==> config.mk <==
export PLATFORM = sky130hd
export DESIGN_NAME = steering_module_homing_and_aim
export DESIGN_NICKNAME = d
export VERILOG_FILES = /design/src/sv/smp_pkg.sv /design/src/sv/smp_wrap.sv /design/src/sv/smp_aim.sv /design/src/sv/smp_ctrl.sv /design/src/sv/steering_module_homing_and_aim.sv
export SDC_FILE = /design/constraint.sdc
export NUM_CORES = 2
export LEC_CHECK = 0
export BUFFER_PORTS_ARGS = -buffer_cell sky130_fd_sc_hd__buf_2
export CAP_MARGIN = 10
export CORE_ASPECT_RATIO = 0.6
export CORE_MARGIN = 2
export CORE_UTILIZATION = 35
export DETAILED_ROUTE_END_ITERATION = 10
export PLACE_DENSITY = 0.52
export SYNTH_ARGS = -nofsm -noshare
export SYNTH_HDL_FRONTEND = slang
export SYNTH_HIERARCHICAL = 1
export SYNTH_SLANG_ARGS = --single-unit
==> constraint.sdc <==
create_clock -name clock -period 12 [get_ports clock]
set_input_delay 1.2 -clock clock [delete_from_list [all_inputs] [get_ports clock]]
set_output_delay 1.2 -clock clock [all_outputs]
set_load 0.1 [all_outputs]
==> src/sv/smp_pkg.sv <==
// Shared constants, codes and word types for the steering module homing and aim block.
package smp_pkg;

   // Fixed point format of all angles and speeds.
   localparam int FRAC_BITS   = 16;
   localparam int SCALE_SHIFT = 30 - FRAC_BITS;

   // Angle constants, rounded from Q2.30 values.
   localparam longint PI_FX      = (64'sd3373259426 + (64'sd1 <<< (SCALE_SHIFT - 1)))
                                   >>> SCALE_SHIFT;
   localparam longint TWO_PI_FX  = (64'sd6746518852 + (64'sd1 <<< (SCALE_SHIFT - 1)))
                                   >>> SCALE_SHIFT;
   localparam longint HALF_PI_FX = (64'sd1686629713 + (64'sd1 <<< (SCALE_SHIFT - 1)))
                                   >>> SCALE_SHIFT;

   // Reciprocal of the fixed point two pi for the quotient estimate, scaled by 2^32.
   localparam longint RECIP     = (64'sd1 <<< 32) / TWO_PI_FX;
   localparam int     RCW       = $clog2(RECIP + 1);
   // Width of the largest quotient of a 32 bit magnitude by two pi.
   localparam int     QW        = $clog2(((64'sd1 <<< 31) / TWO_PI_FX) + 1);
   // Remainder width, the remainder stays below two pi.
   localparam int     RW        = $clog2(TWO_PI_FX);
   // Width of headings, targets and heading errors.
   localparam int     AW        = ((RW > 19) ? RW : 19) + 3;
   // Width of the position command sum before saturation.
   localparam int     SUMW      = ((AW > 32) ? AW : 32) + 1;

   // Input operation codes.
   localparam logic [2:0] OP_TICK = 3'd0;
   localparam logic [2:0] OP_CAL  = 3'd1;
   localparam logic [2:0] OP_RUN  = 3'd2;
   localparam logic [2:0] OP_AIM  = 3'd3;
   localparam logic [2:0] OP_STOP = 3'd4;

   // Steering motor commands.
   localparam logic [1:0] STEER_NONE  = 2'd0;
   localparam logic [1:0] STEER_SPEED = 2'd1;
   localparam logic [1:0] STEER_POS   = 2'd2;
   localparam logic [1:0] STEER_ZERO  = 2'd3;

   // Drive motor commands.
   localparam logic [1:0] MAIN_NONE  = 2'd0;
   localparam logic [1:0] MAIN_DRIVE = 2'd1;
   localparam logic [1:0] MAIN_BRAKE = 2'd2;

   // Mode codes as reported on the result word.
   localparam logic [1:0] MODE_CODE_STOP = 2'd0;
   localparam logic [1:0] MODE_CODE_CAL  = 2'd1;
   localparam logic [1:0] MODE_CODE_RUN  = 2'd2;
   localparam logic [1:0] MODE_CODE_AIM  = 2'd3;

   // Configuration register indexes.
   localparam int CSR_IDX_W = 3;
   localparam logic [CSR_IDX_W-1:0] CSR_SEEK_SPEED      = 3'd0;
   localparam logic [CSR_IDX_W-1:0] CSR_BACKOFF_LIMIT   = 3'd1;
   localparam logic [CSR_IDX_W-1:0] CSR_SETTLE_TICKS    = 3'd2;
   localparam logic [CSR_IDX_W-1:0] CSR_ALIGN_TOLERANCE = 3'd3;

   typedef enum logic [3:0] {
      MODE_STOP = 4'b0001,
      MODE_CAL  = 4'b0010,
      MODE_RUN  = 4'b0100,
      MODE_AIM  = 4'b1000
   } mode_type;

   typedef struct packed {
      logic [2:0]         op;
      logic               switch_hit;
      logic signed [31:0] rotation_pos;
      logic signed [18:0] target_heading;
      logic signed [31:0] target_speed;
   } item_type;

   typedef struct packed {
      logic signed [31:0] seek_speed;
      logic [9:0]         backoff_limit;
      logic [6:0]         settle_ticks;
      logic [16:0]        align_tolerance;
   } cfg_type;

   typedef struct packed {
      item_type          item;
      logic [RW-1:0]     rem;
   } wrap_type;

   typedef struct packed {
      logic [2:0]         op;
      logic               switch_hit;
      logic signed [31:0] pos_cmd;
      logic signed [31:0] speed;
      logic               ok;
   } aim_type;

endpackage

==> src/sv/smp_wrap.sv <==
// Three stage pipeline that reduces the steering position modulo two pi.
module smp_wrap
   import smp_pkg::*;
(
   input  logic     clock,
   input  logic     reset,
   input  logic     in_valid,
   output logic     in_ready,
   input  item_type in_item,
   output logic     out_valid,
   input  logic     out_ready,
   output wrap_type out_word
);

   logic [2:0]          vld_ff;
   logic [2:0]          vld_in;
   logic [3:0]          rdy;

   item_type            item1_ff;
   logic [31:0]         abs1_ff;
   logic [QW-1:0]       q1_ff;
   item_type            item2_ff;
   logic [31:0]         abs2_ff;
   logic [31:0]         qc2_ff;
   wrap_type            out_ff;

   logic [31:0]         abs_in;
   logic [63:0]         qprod;
   logic [31:0]         qc_in;
   logic [32:0]         rem0;
   logic [32:0]         remm;
   wrap_type            out_in;

   // A stage takes a new word when it is empty or its successor moves.
   always_comb begin
      rdy[3] = out_ready;
      for (int i = 2; i >= 0; i--) begin
         rdy[i] = !vld_ff[i] || rdy[i+1];
      end
      vld_in[0] = rdy[0] ? in_valid  : vld_ff[0];
      vld_in[1] = rdy[1] ? vld_ff[0] : vld_ff[1];
      vld_in[2] = rdy[2] ? vld_ff[1] : vld_ff[2];
   end

   assign in_ready  = rdy[0];
   assign out_valid = vld_ff[2];
   assign out_word  = out_ff;

   // Quotient estimate is the true quotient or one below it.
   always_comb begin
      abs_in = in_item.rotation_pos[31] ? 32'(-in_item.rotation_pos)
                                        : 32'(in_item.rotation_pos);
      qprod  = 64'(abs_in) * 64'(RECIP);
      qc_in  = 32'(64'(q1_ff) * 64'(TWO_PI_FX));
      rem0   = {1'b0, abs2_ff} - {1'b0, qc2_ff};
      remm   = rem0 - 33'(TWO_PI_FX);
      out_in.item = item2_ff;
      out_in.rem  = remm[32] ? RW'(rem0) : RW'(remm);
   end

   always_ff @(posedge clock) begin
      if (reset) begin
         vld_ff <= '0;
      end else begin
         vld_ff <= vld_in;
      end
   end

   always_ff @(posedge clock) begin
      if (rdy[0]) begin
         item1_ff <= in_item;
         abs1_ff  <= abs_in;
         q1_ff    <= qprod[32 +: QW];
      end
      if (rdy[1]) begin
         item2_ff <= item1_ff;
         abs2_ff  <= abs1_ff;
         qc2_ff   <= qc_in;
      end
      if (rdy[2]) begin
         out_ff <= out_in;
      end
   end

   // The corrected remainder is always below two pi.
   a_rem_range : assert property (@(posedge clock) disable iff (reset)
      vld_ff[2] |-> ({1'b0, out_ff.rem} < (RW+1)'(TWO_PI_FX)))
      else $error("wrapped remainder not below two pi");

endmodule

==> src/sv/smp_aim.sv <==
// Three stage pipeline that picks direct or reversed alignment and builds the position command.
module smp_aim
   import smp_pkg::*;
(
   input  logic        clock,
   input  logic        reset,
   input  logic [16:0] align_tolerance,
   input  logic        in_valid,
   output logic        in_ready,
   input  wrap_type    in_word,
   output logic        out_valid,
   input  logic        out_ready,
   output aim_type     out_word
);

   localparam logic signed [AW-1:0] PI_A   = AW'(PI_FX);
   localparam logic signed [AW-1:0] TWO_A  = AW'(TWO_PI_FX);
   localparam logic signed [AW-1:0] HALF_A = AW'(HALF_PI_FX);

   logic [2:0]             vld_ff;
   logic [2:0]             vld_in;
   logic [3:0]             rdy;

   // First stage: headings and targets.
   logic [2:0]             op1_ff;
   logic                   sw1_ff;
   logic signed [31:0]     pos1_ff;
   logic signed [31:0]     spd1_ff;
   logic signed [AW-1:0]   d0_ff, d1_ff, t0_ff, t1_ff;
   // Second stage: chosen error.
   logic [2:0]             op2_ff;
   logic                   sw2_ff;
   logic signed [31:0]     pos2_ff;
   logic signed [31:0]     spd2_ff;
   logic signed [AW-1:0]   err_ff;
   logic                   flip_ff;
   aim_type                out_ff;

   logic signed [AW-1:0]   rem_a;
   logic signed [AW-1:0]   tgt_a;
   logic signed [AW-1:0]   d0_in, d1_in, t1_in;
   logic signed [AW-1:0]   e00, e01, e10, e11;
   logic signed [AW-1:0]   err_in;
   logic                   flip_in;
   logic signed [SUMW-1:0] sum;
   logic signed [AW-1:0]   tol_a;
   aim_type                out_in;

   function automatic logic near(input logic signed [AW-1:0] e);
      near = (e < HALF_A) && (e > -HALF_A);
   endfunction

   always_comb begin
      rdy[3] = out_ready;
      for (int i = 2; i >= 0; i--) begin
         rdy[i] = !vld_ff[i] || rdy[i+1];
      end
      vld_in[0] = rdy[0] ? in_valid  : vld_ff[0];
      vld_in[1] = rdy[1] ? vld_ff[0] : vld_ff[1];
      vld_in[2] = rdy[2] ? vld_ff[1] : vld_ff[2];
   end

   assign in_ready  = rdy[0];
   assign out_valid = vld_ff[2];
   assign out_word  = out_ff;

   // Each heading candidate is the remainder or its negation plus a constant, so all are formed
   // side by side and selected by the sign of the position and by whether the remainder exceeds pi.
   always_comb begin
      rem_a = signed'({{(AW-RW){1'b0}}, in_word.rem});
      tgt_a = AW'(in_word.item.target_heading);
      if (!in_word.item.rotation_pos[31]) begin
         if (rem_a > PI_A) begin
            d0_in = rem_a - TWO_A;
            d1_in = rem_a - TWO_A + PI_A;
         end else begin
            d0_in = rem_a;
            d1_in = rem_a - PI_A;
         end
      end else begin
         d0_in = -rem_a;
         d1_in = (rem_a == '0) ? -PI_A : PI_A - rem_a;
      end
      t1_in = (tgt_a > 0) ? tgt_a - TWO_A : tgt_a + TWO_A;
   end

   // The first candidate within a quarter turn wins; if none is, the last one tried
   // stands and the speed keeps its sign.
   always_comb begin
      e00 = t0_ff - d0_ff;
      e01 = t0_ff - d1_ff;
      e10 = t1_ff - d0_ff;
      e11 = t1_ff - d1_ff;
      flip_in = 1'b0;
      if (near(e00)) begin
         err_in = e00;
      end else if (near(e01)) begin
         err_in  = e01;
         flip_in = 1'b1;
      end else if (near(e10)) begin
         err_in = e10;
      end else begin
         err_in  = e11;
         flip_in = near(e11);
      end
   end

   always_comb begin
      sum   = SUMW'(pos2_ff) + SUMW'(err_ff);
      tol_a = signed'({{(AW-17){1'b0}}, align_tolerance});
      out_in.op         = op2_ff;
      out_in.switch_hit = sw2_ff;
      if (sum > SUMW'(32'sh7FFFFFFF)) begin
         out_in.pos_cmd = 32'sh7FFFFFFF;
      end else if (sum < SUMW'(-33'sh080000000)) begin
         out_in.pos_cmd = 32'sh80000000;
      end else begin
         out_in.pos_cmd = 32'(sum);
      end
      if (!flip_ff) begin
         out_in.speed = spd2_ff;
      end else if (spd2_ff == 32'sh80000000) begin
         out_in.speed = 32'sh7FFFFFFF;
      end else begin
         out_in.speed = -spd2_ff;
      end
      out_in.ok = (err_ff < tol_a) && (err_ff > -tol_a);
   end

   always_ff @(posedge clock) begin
      if (reset) begin
         vld_ff <= '0;
      end else begin
         vld_ff <= vld_in;
      end
   end

   always_ff @(posedge clock) begin
      if (rdy[0]) begin
         op1_ff  <= in_word.item.op;
         sw1_ff  <= in_word.item.switch_hit;
         pos1_ff <= in_word.item.rotation_pos;
         spd1_ff <= in_word.item.target_speed;
         d0_ff   <= d0_in;
         d1_ff   <= d1_in;
         t0_ff   <= tgt_a;
         t1_ff   <= t1_in;
      end
      if (rdy[1]) begin
         op2_ff  <= op1_ff;
         sw2_ff  <= sw1_ff;
         pos2_ff <= pos1_ff;
         spd2_ff <= spd1_ff;
         err_ff  <= err_in;
         flip_ff <= flip_in;
      end
      if (rdy[2]) begin
         out_ff <= out_in;
      end
   end

endmodule

==> src/sv/smp_ctrl.sv <==
// Mode and calibration sequencer with the result register.
module smp_ctrl
   import smp_pkg::*;
(
   input  logic               clock,
   input  logic               reset,
   input  cfg_type            cfg,
   input  logic               in_valid,
   output logic               in_ready,
   input  aim_type            in_word,
   output logic               rsp_valid,
   input  logic               rsp_ready,
   output logic [1:0]         rsp_steer_cmd,
   output logic signed [31:0] rsp_steer_value,
   output logic [1:0]         rsp_main_cmd,
   output logic signed [31:0] rsp_main_speed,
   output logic [1:0]         rsp_mode_now,
   output logic               rsp_calibration_done,
   output logic               rsp_aligned
);

   // x / 5 for a 32 bit magnitude is (x * DIV5_MAGIC) >> DIV5_SHIFT.
   localparam logic [31:0] DIV5_MAGIC = 32'hCCCCCCCD;
   localparam int          DIV5_SHIFT = 34;

   mode_type           mode_ff, mode_in, mode_eff;
   logic signed [10:0] stage_ff, stage_in;
   logic               latch_ff, latch_in, latch_now;
   logic               rsp_valid_ff;

   logic [63:0]        bprod_ff;
   logic               bneg_ff;
   logic signed [31:0] back_ff;
   logic [31:0]        seek_abs;

   logic [1:0]         steer_cmd_ff, steer_cmd_in;
   logic signed [31:0] steer_val_ff, steer_val_in;
   logic [1:0]         main_cmd_ff, main_cmd_in;
   logic signed [31:0] main_spd_ff, main_spd_in;
   logic [1:0]         mode_code_ff, mode_code_in;
   logic               done_ff, done_in;
   logic               al_ff, al_in;

   logic               fire;
   logic signed [11:0] stage_x, limit_x, settle_x;

   // Back-off speed is derived from the seek speed through the product register and then the back-off register.
   always_comb begin
      seek_abs = cfg.seek_speed[31] ? 32'(-cfg.seek_speed) : 32'(cfg.seek_speed);
   end

   always_ff @(posedge clock) begin
      bprod_ff <= 64'(seek_abs) * 64'(DIV5_MAGIC);
      bneg_ff  <= cfg.seek_speed[31];
      back_ff  <= bneg_ff ? 32'(bprod_ff[63:DIV5_SHIFT])
                          : -32'(bprod_ff[63:DIV5_SHIFT]);
   end

   assign in_ready = !rsp_valid_ff || rsp_ready;
   assign fire     = in_valid && in_ready;

   always_comb begin
      mode_eff = mode_ff;
      case (in_word.op)
         OP_CAL:  mode_eff = MODE_CAL;
         OP_RUN:  mode_eff = MODE_RUN;
         OP_AIM:  mode_eff = MODE_AIM;
         OP_STOP: mode_eff = MODE_STOP;
         default: mode_eff = mode_ff;
      endcase
      latch_now = latch_ff || in_word.switch_hit;

      stage_x  = 12'(stage_ff);
      limit_x  = signed'({2'b00, cfg.backoff_limit});
      settle_x = -signed'({5'b00000, cfg.settle_ticks});

      mode_in      = mode_eff;
      stage_in     = stage_ff;
      latch_in     = latch_now;
      steer_cmd_in = STEER_NONE;
      steer_val_in = '0;
      main_cmd_in  = MAIN_NONE;
      main_spd_in  = '0;
      done_in      = 1'b0;
      al_in        = 1'b0;

      case (mode_eff)
         MODE_CAL: begin
            if (stage_x == '0) begin
               // Seeking the switch.
               steer_cmd_in = STEER_SPEED;
               if (latch_now) begin
                  steer_val_in = back_ff;
                  latch_in     = 1'b0;
                  stage_in     = 11'sd1;
               end else begin
                  steer_val_in = cfg.seek_speed;
               end
            end else if (stage_x > 0 && stage_x < limit_x) begin
               // Backing off until the switch fires again.
               steer_cmd_in = STEER_SPEED;
               if (latch_now) begin
                  latch_in = 1'b0;
                  stage_in = -11'sd1;
               end else begin
                  stage_in     = stage_ff + 11'sd1;
                  steer_val_in = back_ff;
               end
            end else if (stage_x > 0) begin
               // Back-off ran out, start seeking again.
               stage_in = '0;
            end else if (stage_x > settle_x) begin
               stage_in     = stage_ff - 11'sd1;
               steer_cmd_in = STEER_SPEED;
            end else begin
               steer_cmd_in = STEER_ZERO;
               stage_in     = '0;
               done_in      = 1'b1;
               mode_in      = MODE_STOP;
            end
         end
         MODE_RUN: begin
            steer_cmd_in = STEER_POS;
            steer_val_in = in_word.pos_cmd;
            al_in        = in_word.ok;
            if (in_word.ok) begin
               main_cmd_in = MAIN_DRIVE;
               main_spd_in = in_word.speed;
            end
         end
         MODE_AIM: begin
            steer_cmd_in = STEER_POS;
            steer_val_in = in_word.pos_cmd;
            al_in        = in_word.ok;
            if (in_word.ok) begin
               mode_in = MODE_STOP;
            end
         end
         default: begin
            steer_cmd_in = STEER_SPEED;
            main_cmd_in  = MAIN_BRAKE;
            mode_in      = MODE_STOP;
         end
      endcase

      case (mode_in)
         MODE_CAL: mode_code_in = MODE_CODE_CAL;
         MODE_RUN: mode_code_in = MODE_CODE_RUN;
         MODE_AIM: mode_code_in = MODE_CODE_AIM;
         default:  mode_code_in = MODE_CODE_STOP;
      endcase
   end

   always_ff @(posedge clock) begin
      if (reset) begin
         mode_ff      <= MODE_STOP;
         stage_ff     <= '0;
         latch_ff     <= 1'b0;
         rsp_valid_ff <= 1'b0;
      end else begin
         if (fire) begin
            mode_ff  <= mode_in;
            stage_ff <= stage_in;
            latch_ff <= latch_in;
         end
         if (in_ready) begin
            rsp_valid_ff <= in_valid;
         end
      end
   end

   always_ff @(posedge clock) begin
      if (fire) begin
         steer_cmd_ff <= steer_cmd_in;
         steer_val_ff <= steer_val_in;
         main_cmd_ff  <= main_cmd_in;
         main_spd_ff  <= main_spd_in;
         mode_code_ff <= mode_code_in;
         done_ff      <= done_in;
         al_ff        <= al_in;
      end
   end

   assign rsp_valid            = rsp_valid_ff;
   assign rsp_steer_cmd        = steer_cmd_ff;
   assign rsp_steer_value      = steer_val_ff;
   assign rsp_main_cmd         = main_cmd_ff;
   assign rsp_main_speed       = main_spd_ff;
   assign rsp_mode_now         = mode_code_ff;
   assign rsp_calibration_done = done_ff;
   assign rsp_aligned          = al_ff;

   a_fire_shows : assert property (@(posedge clock) disable iff (reset)
      fire |=> rsp_valid_ff)
      else $error("accepted word did not reach the result register");

   a_done_zero : assert property (@(posedge clock) disable iff (reset)
      (rsp_valid_ff && done_ff) |->
         (steer_cmd_ff == STEER_ZERO && mode_code_ff == MODE_CODE_STOP))
      else $error("calibration done without encoder zero and stop");

   a_drive_aligned : assert property (@(posedge clock) disable iff (reset)
      (rsp_valid_ff && main_cmd_ff == MAIN_DRIVE) |->
         (al_ff && mode_code_ff == MODE_CODE_RUN && steer_cmd_ff == STEER_POS))
      else $error("drive commanded while not aligned in run mode");

endmodule

==> src/sv/steering_module_homing_and_aim.sv <==
// Top level of the swerve steering module: homing calibration and heading aim.
//
//  channel | ports                                  | moves
//  --------+----------------------------------------+--------------------------------
//  req     | req_valid / req_ready + five fields    | one control tick word in
//  rsp     | rsp_valid / rsp_ready + seven fields   | one command word out per tick
//  csr     | csr_valid / csr_ready, index, data     | one register write word
//
// Every accepted word yields exactly one result word, and a new word can be accepted on
// every cycle unless rsp_ready stalls the pipeline. Words pass through the pipeline:
// input register, three stages of the modulo two pi reduction (quotient estimate,
// constant multiply, remainder correction), three aim stages and the result register.
// The stall is per stage: a stage refills whenever it is empty or its successor moves,
// so up to eight words can be in flight while rsp_ready is low.
// Reset is synchronous and active high; it returns the mode to stop, clears the
// calibration stage and switch latch, empties the pipeline and restores the registers.
// csr_ready is always high.
module steering_module_homing_and_aim
   import smp_pkg::*;
(
   input  logic                 clock,
   input  logic                 reset,
   // Tick words.
   input  logic                 req_valid,
   output logic                 req_ready,
   input  logic [2:0]           req_op,
   input  logic                 req_switch_hit,
   input  logic signed [31:0]   req_rotation_pos,
   input  logic signed [18:0]   req_target_heading,
   input  logic signed [31:0]   req_target_speed,
   // Command words.
   output logic                 rsp_valid,
   input  logic                 rsp_ready,
   output logic [1:0]           rsp_steer_cmd,
   output logic signed [31:0]   rsp_steer_value,
   output logic [1:0]           rsp_main_cmd,
   output logic signed [31:0]   rsp_main_speed,
   output logic [1:0]           rsp_mode_now,
   output logic                 rsp_calibration_done,
   output logic                 rsp_aligned,
   // Register writes.
   input  logic                 csr_valid,
   output logic                 csr_ready,
   input  logic [CSR_IDX_W-1:0] csr_index,
   input  logic [31:0]          csr_data
);

   // Configuration registers. Writes are to arrive only while the block is idle (the block
   // itself does not enforce this), so the values feed the pipeline directly.
   cfg_type  cfg_ff;
   cfg_type  cfg_in;

   // Input register holding one accepted tick word.
   logic     in_vld_ff;
   item_type in_item_ff;
   item_type req_item;

   logic     wrap_in_ready;
   logic     wrap_valid;
   wrap_type wrap_word;
   logic     aim_in_ready;
   logic     aim_valid;
   aim_type  aim_word;
   logic     ctrl_in_ready;

   assign csr_ready = 1'b1;

   always_comb begin
      cfg_in = cfg_ff;
      if (csr_valid) begin
         case (csr_index)
            CSR_SEEK_SPEED:      cfg_in.seek_speed      = signed'(csr_data);
            CSR_BACKOFF_LIMIT:   cfg_in.backoff_limit   = csr_data[9:0];
            CSR_SETTLE_TICKS:    cfg_in.settle_ticks    = csr_data[6:0];
            CSR_ALIGN_TOLERANCE: cfg_in.align_tolerance = csr_data[16:0];
            default:             cfg_in = cfg_ff;
         endcase
      end
   end

   always_ff @(posedge clock) begin
      if (reset) begin
         cfg_ff.seek_speed      <= '0;
         cfg_ff.backoff_limit   <= 10'd1000;
         cfg_ff.settle_ticks    <= 7'd100;
         cfg_ff.align_tolerance <= 17'd3277;
      end else begin
         cfg_ff <= cfg_in;
      end
   end

   // The input register refills as soon as the wrap pipeline takes its word.
   assign req_ready = !in_vld_ff || wrap_in_ready;

   always_comb begin
      req_item.op             = req_op;
      req_item.switch_hit     = req_switch_hit;
      req_item.rotation_pos   = req_rotation_pos;
      req_item.target_heading = req_target_heading;
      req_item.target_speed   = req_target_speed;
   end

   always_ff @(posedge clock) begin
      if (reset) begin
         in_vld_ff <= 1'b0;
      end else if (req_ready) begin
         in_vld_ff <= req_valid;
      end
   end

   always_ff @(posedge clock) begin
      if (req_ready) begin
         in_item_ff <= req_item;
      end
   end

   // Position reduced modulo two pi.
   smp_wrap u_wrap (
      .clock     (clock),
      .reset     (reset),
      .in_valid  (in_vld_ff),
      .in_ready  (wrap_in_ready),
      .in_item   (in_item_ff),
      .out_valid (wrap_valid),
      .out_ready (aim_in_ready),
      .out_word  (wrap_word)
   );

   // Alignment choice, position command and tolerance check. These depend only on the word
   // and the alignment tolerance, so they run for every word and the sequencer picks what it needs.
   smp_aim u_aim (
      .clock           (clock),
      .reset           (reset),
      .align_tolerance (cfg_ff.align_tolerance),
      .in_valid        (wrap_valid),
      .in_ready        (aim_in_ready),
      .in_word         (wrap_word),
      .out_valid       (aim_valid),
      .out_ready       (ctrl_in_ready),
      .out_word        (aim_word)
   );

   // Mode and calibration state, applied in word order at the result register.
   smp_ctrl u_ctrl (
      .clock                (clock),
      .reset                (reset),
      .cfg                  (cfg_ff),
      .in_valid             (aim_valid),
      .in_ready             (ctrl_in_ready),
      .in_word              (aim_word),
      .rsp_valid            (rsp_valid),
      .rsp_ready            (rsp_ready),
      .rsp_steer_cmd        (rsp_steer_cmd),
      .rsp_steer_value      (rsp_steer_value),
      .rsp_main_cmd         (rsp_main_cmd),
      .rsp_main_speed       (rsp_main_speed),
      .rsp_mode_now         (rsp_mode_now),
      .rsp_calibration_done (rsp_calibration_done),
      .rsp_aligned          (rsp_aligned)
   );

endmodule
==> Word level (Yosys, flattened, before mapping) <==
Cells that the tools add are included.
{ "word_totals": {"out_inout_bits": 75, "in_bits": 127, "regBits": 1048} }
{ "classes": {"bitwise": 1, "order_cmp": 17, "mux": 48, "mul": 3, "add_sub_neg": 22, "reduce_logical": 36, "eq_ne": 15} }
{ "op_table": {"columns": ["cell", "count"], "rows": [
  ["2-to-1 mux 32 bit", 9],
  ["2-to-1 mux 22 bit", 9],
  ["negation 32 bit", 3],
  ["greater-than comparator 22 x 18 -> 1 bit, second input constant", 4],
  ["less-than comparator 22 x 18 -> 1 bit, second input constant", 4],
  ["2-to-1 mux 11 bit", 6],
  ["multiplier 32 x 32 -> 64 bit, second input constant", 1],
  ["one-hot mux 32 bit (2 select lines)", 1],
  ["multiplier 32 x 13 -> 44 bit, second input constant", 1],
  ["subtractor 19 x 22 -> 22 bit", 2],
  ["subtractor 22 bit", 2],
  ["adder 32 x 22 -> 33 bit", 1],
  ["greater-than comparator 33 x 32 -> 1 bit, second input constant", 1],
  ["less-than comparator 33 x 32 -> 1 bit, second input constant", 1],
  ["subtractor 32 x 32 -> 33 bit", 1],
  ["subtractor 33 x 19 -> 33 bit, second input constant", 1],
  ["== test 32 bit, second input constant", 1],
  ["multiplier 13 x 19 -> 32 bit, second input constant", 1],
  ["negation 30 -> 32 bit", 1],
  ["2-to-1 mux 30 bit", 1],
  ["adder 22 x 19 -> 22 bit, second input constant", 1],
  ["greater-than comparator 22 bit", 1],
  ["less-than comparator 22 x 18 -> 1 bit", 1],
  ["negation 17 -> 22 bit", 1],
  ["other kinds (40)", 87]
]} }

==> Longest topological paths before layout <==
{ "logic_depth": {"depth_word": 9, "ltp_mapped": 34, "depth_no_buf": 33} }

==> Hierarchy <==
Netlist, hierarchy kept.
{ "modules_own_cells": {"columns": ["mod", "instances", "cells_per_inst", "area_each_um2"], "rows": [
  ["smp_wrap", 1, 2050, 25733.4],
  ["smp_ctrl", 1, 2465, 24380.9],
  ["smp_aim", 1, 2136, 21653.3],
  ["steering_module_homing_and_aim", 1, 358, 5430.2]
]} }

==> Worst setup path before layout <==
OpenSTA, ideal clock, no wires.
{ "synth_path": {"path_kind": "input -> output", "start": "input port rsp_ready", "end": "output port req_ready", "setup_slack_ps": -390, "t_arrival_ps": 11190, "stages": 8, "path_buffers": 0, "path_cell_list": "nand2b_1 nor2b_1 and2_1 nand2_1 nor2b_1 and2_1 nand2_1 nand2b_1"} }
{ "synth_via": {"elab_chain_len": 8} }
{ "synth_lines": {"columns": ["element", "line", "source"], "rows": [
  ["start, declared", "steering_module_homing_and_aim.sv:33", "input logic rsp_ready,"],
  ["logical OR 1 bit", "smp_ctrl.sv:59", "assign in_ready = !rsp_valid_ff || rsp_ready;"],
  ["logical OR 1 bit (3 in series)", "smp_aim.sv:56", "rdy[i] = !vld_ff[i] || rdy[i+1];"],
  ["named net aim_in_ready", "steering_module_homing_and_aim.sv:61", "logic aim_in_ready;"],
  ["logical OR 1 bit (3 in series)", "smp_wrap.sv:38", "rdy[i] = !vld_ff[i] || rdy[i+1];"],
  ["named net wrap_in_ready", "steering_module_homing_and_aim.sv:58", "logic wrap_in_ready;"],
  ["logical OR 1 bit", "steering_module_homing_and_aim.sv:93", "assign req_ready = !in_vld_ff || wrap_in_ready;"],
  ["end, declared", "steering_module_homing_and_aim.sv:25", "output logic req_ready,"]
]} }
The timed path passes the listed nets, and every way through them passes these cells.

==> Worst setup path in the final report <==
{ "layout_path": {"start": "register cfg_ff[34] in the netlist's numbering", "end": "register u_ctrl.bprod_ff[61]"} }
{ "layout_via": {"elab_chain_len": 3} }
{ "layout_lines": {"columns": ["element", "line", "source"], "rows": [
  ["start, declared", "steering_module_homing_and_aim.sv:50", "cfg_type cfg_ff;"],
  ["start signal, assigned", "steering_module_homing_and_aim.sv:88", "cfg_ff <= cfg_in;"],
  ["negation 32 bit", "smp_ctrl.sv:49", "seek_abs = cfg.seek_speed[31] ? 32'(-cfg.seek_speed) : 32'(cfg.seek_speed);"],
  ["2-to-1 mux 32 bit *", "smp_ctrl.sv:49", null],
  ["multiplier 32 x 32 -> 64 bit *", "smp_ctrl.sv:53", "bprod_ff <= 64'(seek_abs) * 64'(DIV5_MAGIC);"],
  ["end signal, assigned", "smp_ctrl.sv:53", null],
  ["end, declared", "smp_ctrl.sv:31", "logic [63:0] bprod_ff;"]
]} }
Every way passes the cells marked *; elsewhere a longest branch is shown, timed or not.
A chain may end at the register's enable or synchronous reset.

==> flow_summary.yaml <==
run_status:
  outcome: "finished, final reports clean"
die:
  die_h_um: 368
  die_w_um: 610
  ios: 202
  initial_core_util_pct: 35.2
  dieArea_mm2: 0.224
  num_rows: 133
  coreArea_mm2: 0.219
placed_design:
  dp.cells: 10000
  dp_hpwl_mm: 197
  gp_congestion: 1.03
  io_buffers: 200
synth:
  synthMuxAreaShare_pct: 1.29
  synthAdderAreaFrac_pct: 29.7
  ys_async_sr_fraction_pct: 0
  synth_top_family_by_area: "adder cells"
  synth_edf_count: 857
  synth_xor_area_share_pct: 4.88
  synth_flop_cell: "edfxtp_1"
  ys_ff_latch: 1010
  syn_nets: 8585
  yosysSeqAreaShare_pct: 37.3
  synth_compound_area_share_pct: 11.2
  netlist_area_mm2: 0.0772
  synth-simple-area-share_pct: 8.85
  avgSynthCellArea_um2: 11.0
  yosysUniqueCellTypes: 113
  netlist_instances: 7009
  yosysWarnings: 6
worst_setup_path:
  path_class: "reg -> reg"
  path_delay_family: "adder cells"
  cp.arrival_ns: 11.28
  r2r_start: "cfg_ff[34]$_SDFFE_PP0P_"
  cp.required_ns: 12.64
  cp_num_buf_inv: 6
  reg2reg_depth: 32
  cp_common_cell: "fa_1"
  max_stage_delay_ns: 0.69
  cpMaxStageDelayCell: "a211oi_1"
  crit_path_max_fanout: 13
  crit_cells: 32
  crit_path_end_kind: "flip-flop"
  r2r-end: "u_ctrl/bprod_ff[61]$_DFF_P_"
  ff2ff_setup_slack_ns: 1.36
  cp-start-kind: "flip-flop"
min_path:
  hp-class: "reg -> reg"
  min_path_cells: 0
  hp-start: "u_wrap/out_word[99]$_DFFE_PP_"
  whs_endpoint: "u_aim/pos1_ff[29]$_DFFE_PP_"
global_routing:
  grtUsageTotal_pct: 21.2
  grt_max_degree: 92
  overflow: 0
  antenna_found_initial: 13
  grt_pass1_vias: 52100
  grt_pass1_wl_mm: 354
sta:
  maxSlewViolCount: 0
  clock_skew_ns: 0.0324
  max_freq_mhz: 94.0
  fin_setup_tns_ns: 0
  hold_viol: 0
  timing.hold.ws_ns: 0.399
  setup_viol: 0
  tightest_slew_ns: 1.28
  min_period_ns: 10.64
  max-slew-margin-rel_pct: 13.9
  period_share_pct: 88.6
  rsz0062_at_grt: "no"
drt:
  drt-pass1-iter-count: 6
  vias_per_cell: 5.20
  routed_wl_mm: 237
  num_vias: 53000
  post_drt_wl_per_cell_um: 23.2
  route.detailed.drc: 0
  ant_nets: 0
  first_iter_violations: 5109
cts:
  cts-root-buf: "clkbuf_16"
  cts_setup_buffers: 0
  clock-sinks: 1010
  cts_buffers: 101
  clkTransAtPathRegs_ns: 0.06
  ctsHoldBuffers: 0
  ctsResizeCount: 0
  clock_latency_ns: 0.72
  cts_tree: "yes"
  cts_buffer_depth: 3
  htree_levels: 3
final_layout:
  final_util_pct: 38.8
  nFillCells: 21300
  drive_above_1_share_pct: 6.99
  fin_nets: 8793
  stdcell_count: 10200
  area_delta_synth_final_pct: 10.1
job:
  max_cap_viol_count: 0
sequential cells by signal (all words and copies together), names as in the netlist, 31 cells and up:
register / cells
cfg_ff: 66
in_item_ff: 87
u_aim/out_word: 69
u_aim/pos1_ff: 32
u_aim/pos2_ff: 32
u_aim/spd1_ff: 32
u_aim/spd2_ff: 32
u_ctrl/back_ff: 32
u_ctrl/rsp_main_speed: 32
u_ctrl/rsp_steer_value: 32
u_wrap/abs1_ff: 31
u_wrap/abs2_ff: 31
u_wrap/item1_ff: 87
u_wrap/item2_ff: 87
u_wrap/out_word: 106
u_wrap/qc2_ff: 32
metal layers:
metal | GRT usage [%] | wire length, um | vias to the layer above
met1 | 34.9 | 124000 | 26500
met3 | 4.97 | 19300 | 190
met4 | 3.65 | 3950 | 6
li1 | - | - | 24600
met2 | 27.3 | 89300 | 1651
met5 | 0 | 31 | -
worst max path at each step:
stage | from | endpoint | slack, ns
after floorplan | rsp_ready | req_ready | 1.12
after global placement | cfg_ff[34]$_SDFFE_PP0P_ | u_ctrl/bprod_ff[61]$_DFF_P_ | 1.75
after detailed placement | cfg_ff[34]$_SDFFE_PP0P_ | u_ctrl/bprod_ff[61]$_DFF_P_ | 1.60
after CTS | cfg_ff[34]$_SDFFE_PP0P_ | u_ctrl/bprod_ff[61]$_DFF_P_ | 1.59
after global routing | cfg_ff[34]$_SDFFE_PP0P_ | u_ctrl/bprod_ff[61]$_DFF_P_ | 0.96
final | cfg_ff[34]$_SDFFE_PP0P_ | u_ctrl/bprod_ff[61]$_DFF_P_ | 1.36
stage by stage:
| step | setup WS [ns] | instance area [um2] |
|---|---|---|
| 2_1_floorplan | 1.12 | 77200 |
| 3_3_place_gp | 1.75 | 81600 |
| 3_5_place_dp | 1.60 | 81600 |
| 4_1_cts | 1.59 | 85000 |
| 5_1_grt | 0.964 | 85000 |
| 6_report | 1.36 | 85000 |
synth_stat cells (31+ instances only):
cell | number | share of area (%)
o211ai_1 | 34 | 0.33
nand4_1 | 55 | 0.45
o31ai_1 | 48 | 0.47
mux2i_1 | 87 | 1.1
clkbuf_1 | 118 | 0.57
nor2b_1 | 49 | 0.40
fa_1 | 629 | 16
nor4_1 | 33 | 0.27
dfxtp_1 | 153 | 4.0
nand2_1 | 336 | 1.6
nor2_1 | 314 | 1.5
o21a_1 | 60 | 0.58
a21oi_1 | 314 | 2.0
ha_1 | 820 | 13
nor3_1 | 113 | 0.73
xor2_1 | 168 | 1.9
a21o_1 | 145 | 1.4
xnor2_1 | 262 | 3.0
edfxtp_1 | 857 | 33
a211oi_1 | 49 | 0.48
and3_1 | 40 | 0.32
nand2b_1 | 123 | 1.0
inv_1 | 1217 | 5.9
nand3_1 | 78 | 0.51
a31oi_1 | 43 | 0.35
or3_1 | 35 | 0.28
a22oi_1 | 37 | 0.36
and2_1 | 54 | 0.44
o21ai_0 | 252 | 1.6
or2_2 | 31 | 0.25
cells in the final DEF, fill, tap and decap left out, drive strengths merged, types with 41 or more instances in the layout:
master  Yosys  layout
a211oi     53      53
a21o      145     145
a21oi     316     316
a31oi      44      44
and2       55      55
and3       41      41
buf        30     253
clkbuf    118     114
clkinv      0      46
dfxtp     153     153
edfxtp    857     857
fa        629     629
ha        820     820
inv      1218    1228
mux2i      88      88
nand2     336     336
nand2b    126     126
nand3      78      78
nand4      55      55
nor2      314     314
nor2b      49      49
nor3      116     116
o21a       60      60
o21ai     271     271
o31ai      50      50
xnor2     262     262
xor2      168     168
final cells by class:
type                    count  area [um2]  area share [%]
inverters                1218        4580            5.39
multi-input cells        4633       43200            50.9
clock inverters            73         701           0.825
clock buffers             114        2620            3.08
well taps                2902        3630            4.27
flip-flops and latches   1010       28800            33.9
repair buffers            253        1400            1.65
diodes                      2        5.00         0.00589
kinds of logic (layout without fill, tap and decap cells):
| family | count (synthesis) | in the layout |
|---|---|---|
| AO/OA/AOI/OAI | 1299 | 1299 |
| XOR/XNOR | 430 | 430 |
| adder cells (fa/ha/maj) | 1455 | 1455 |
| buffers and inverters | 1366 | 1658 |
| flip-flops | 1010 | 1010 |
| multiplexers | 97 | 97 |
| other | 1 | 3 |
| AND/OR/NAND/NOR | 1351 | 1351 |
Power is left out: the tool's default activity adds up to more than one toggle a clock period on the data nets, which glitch-free logic cannot reach.
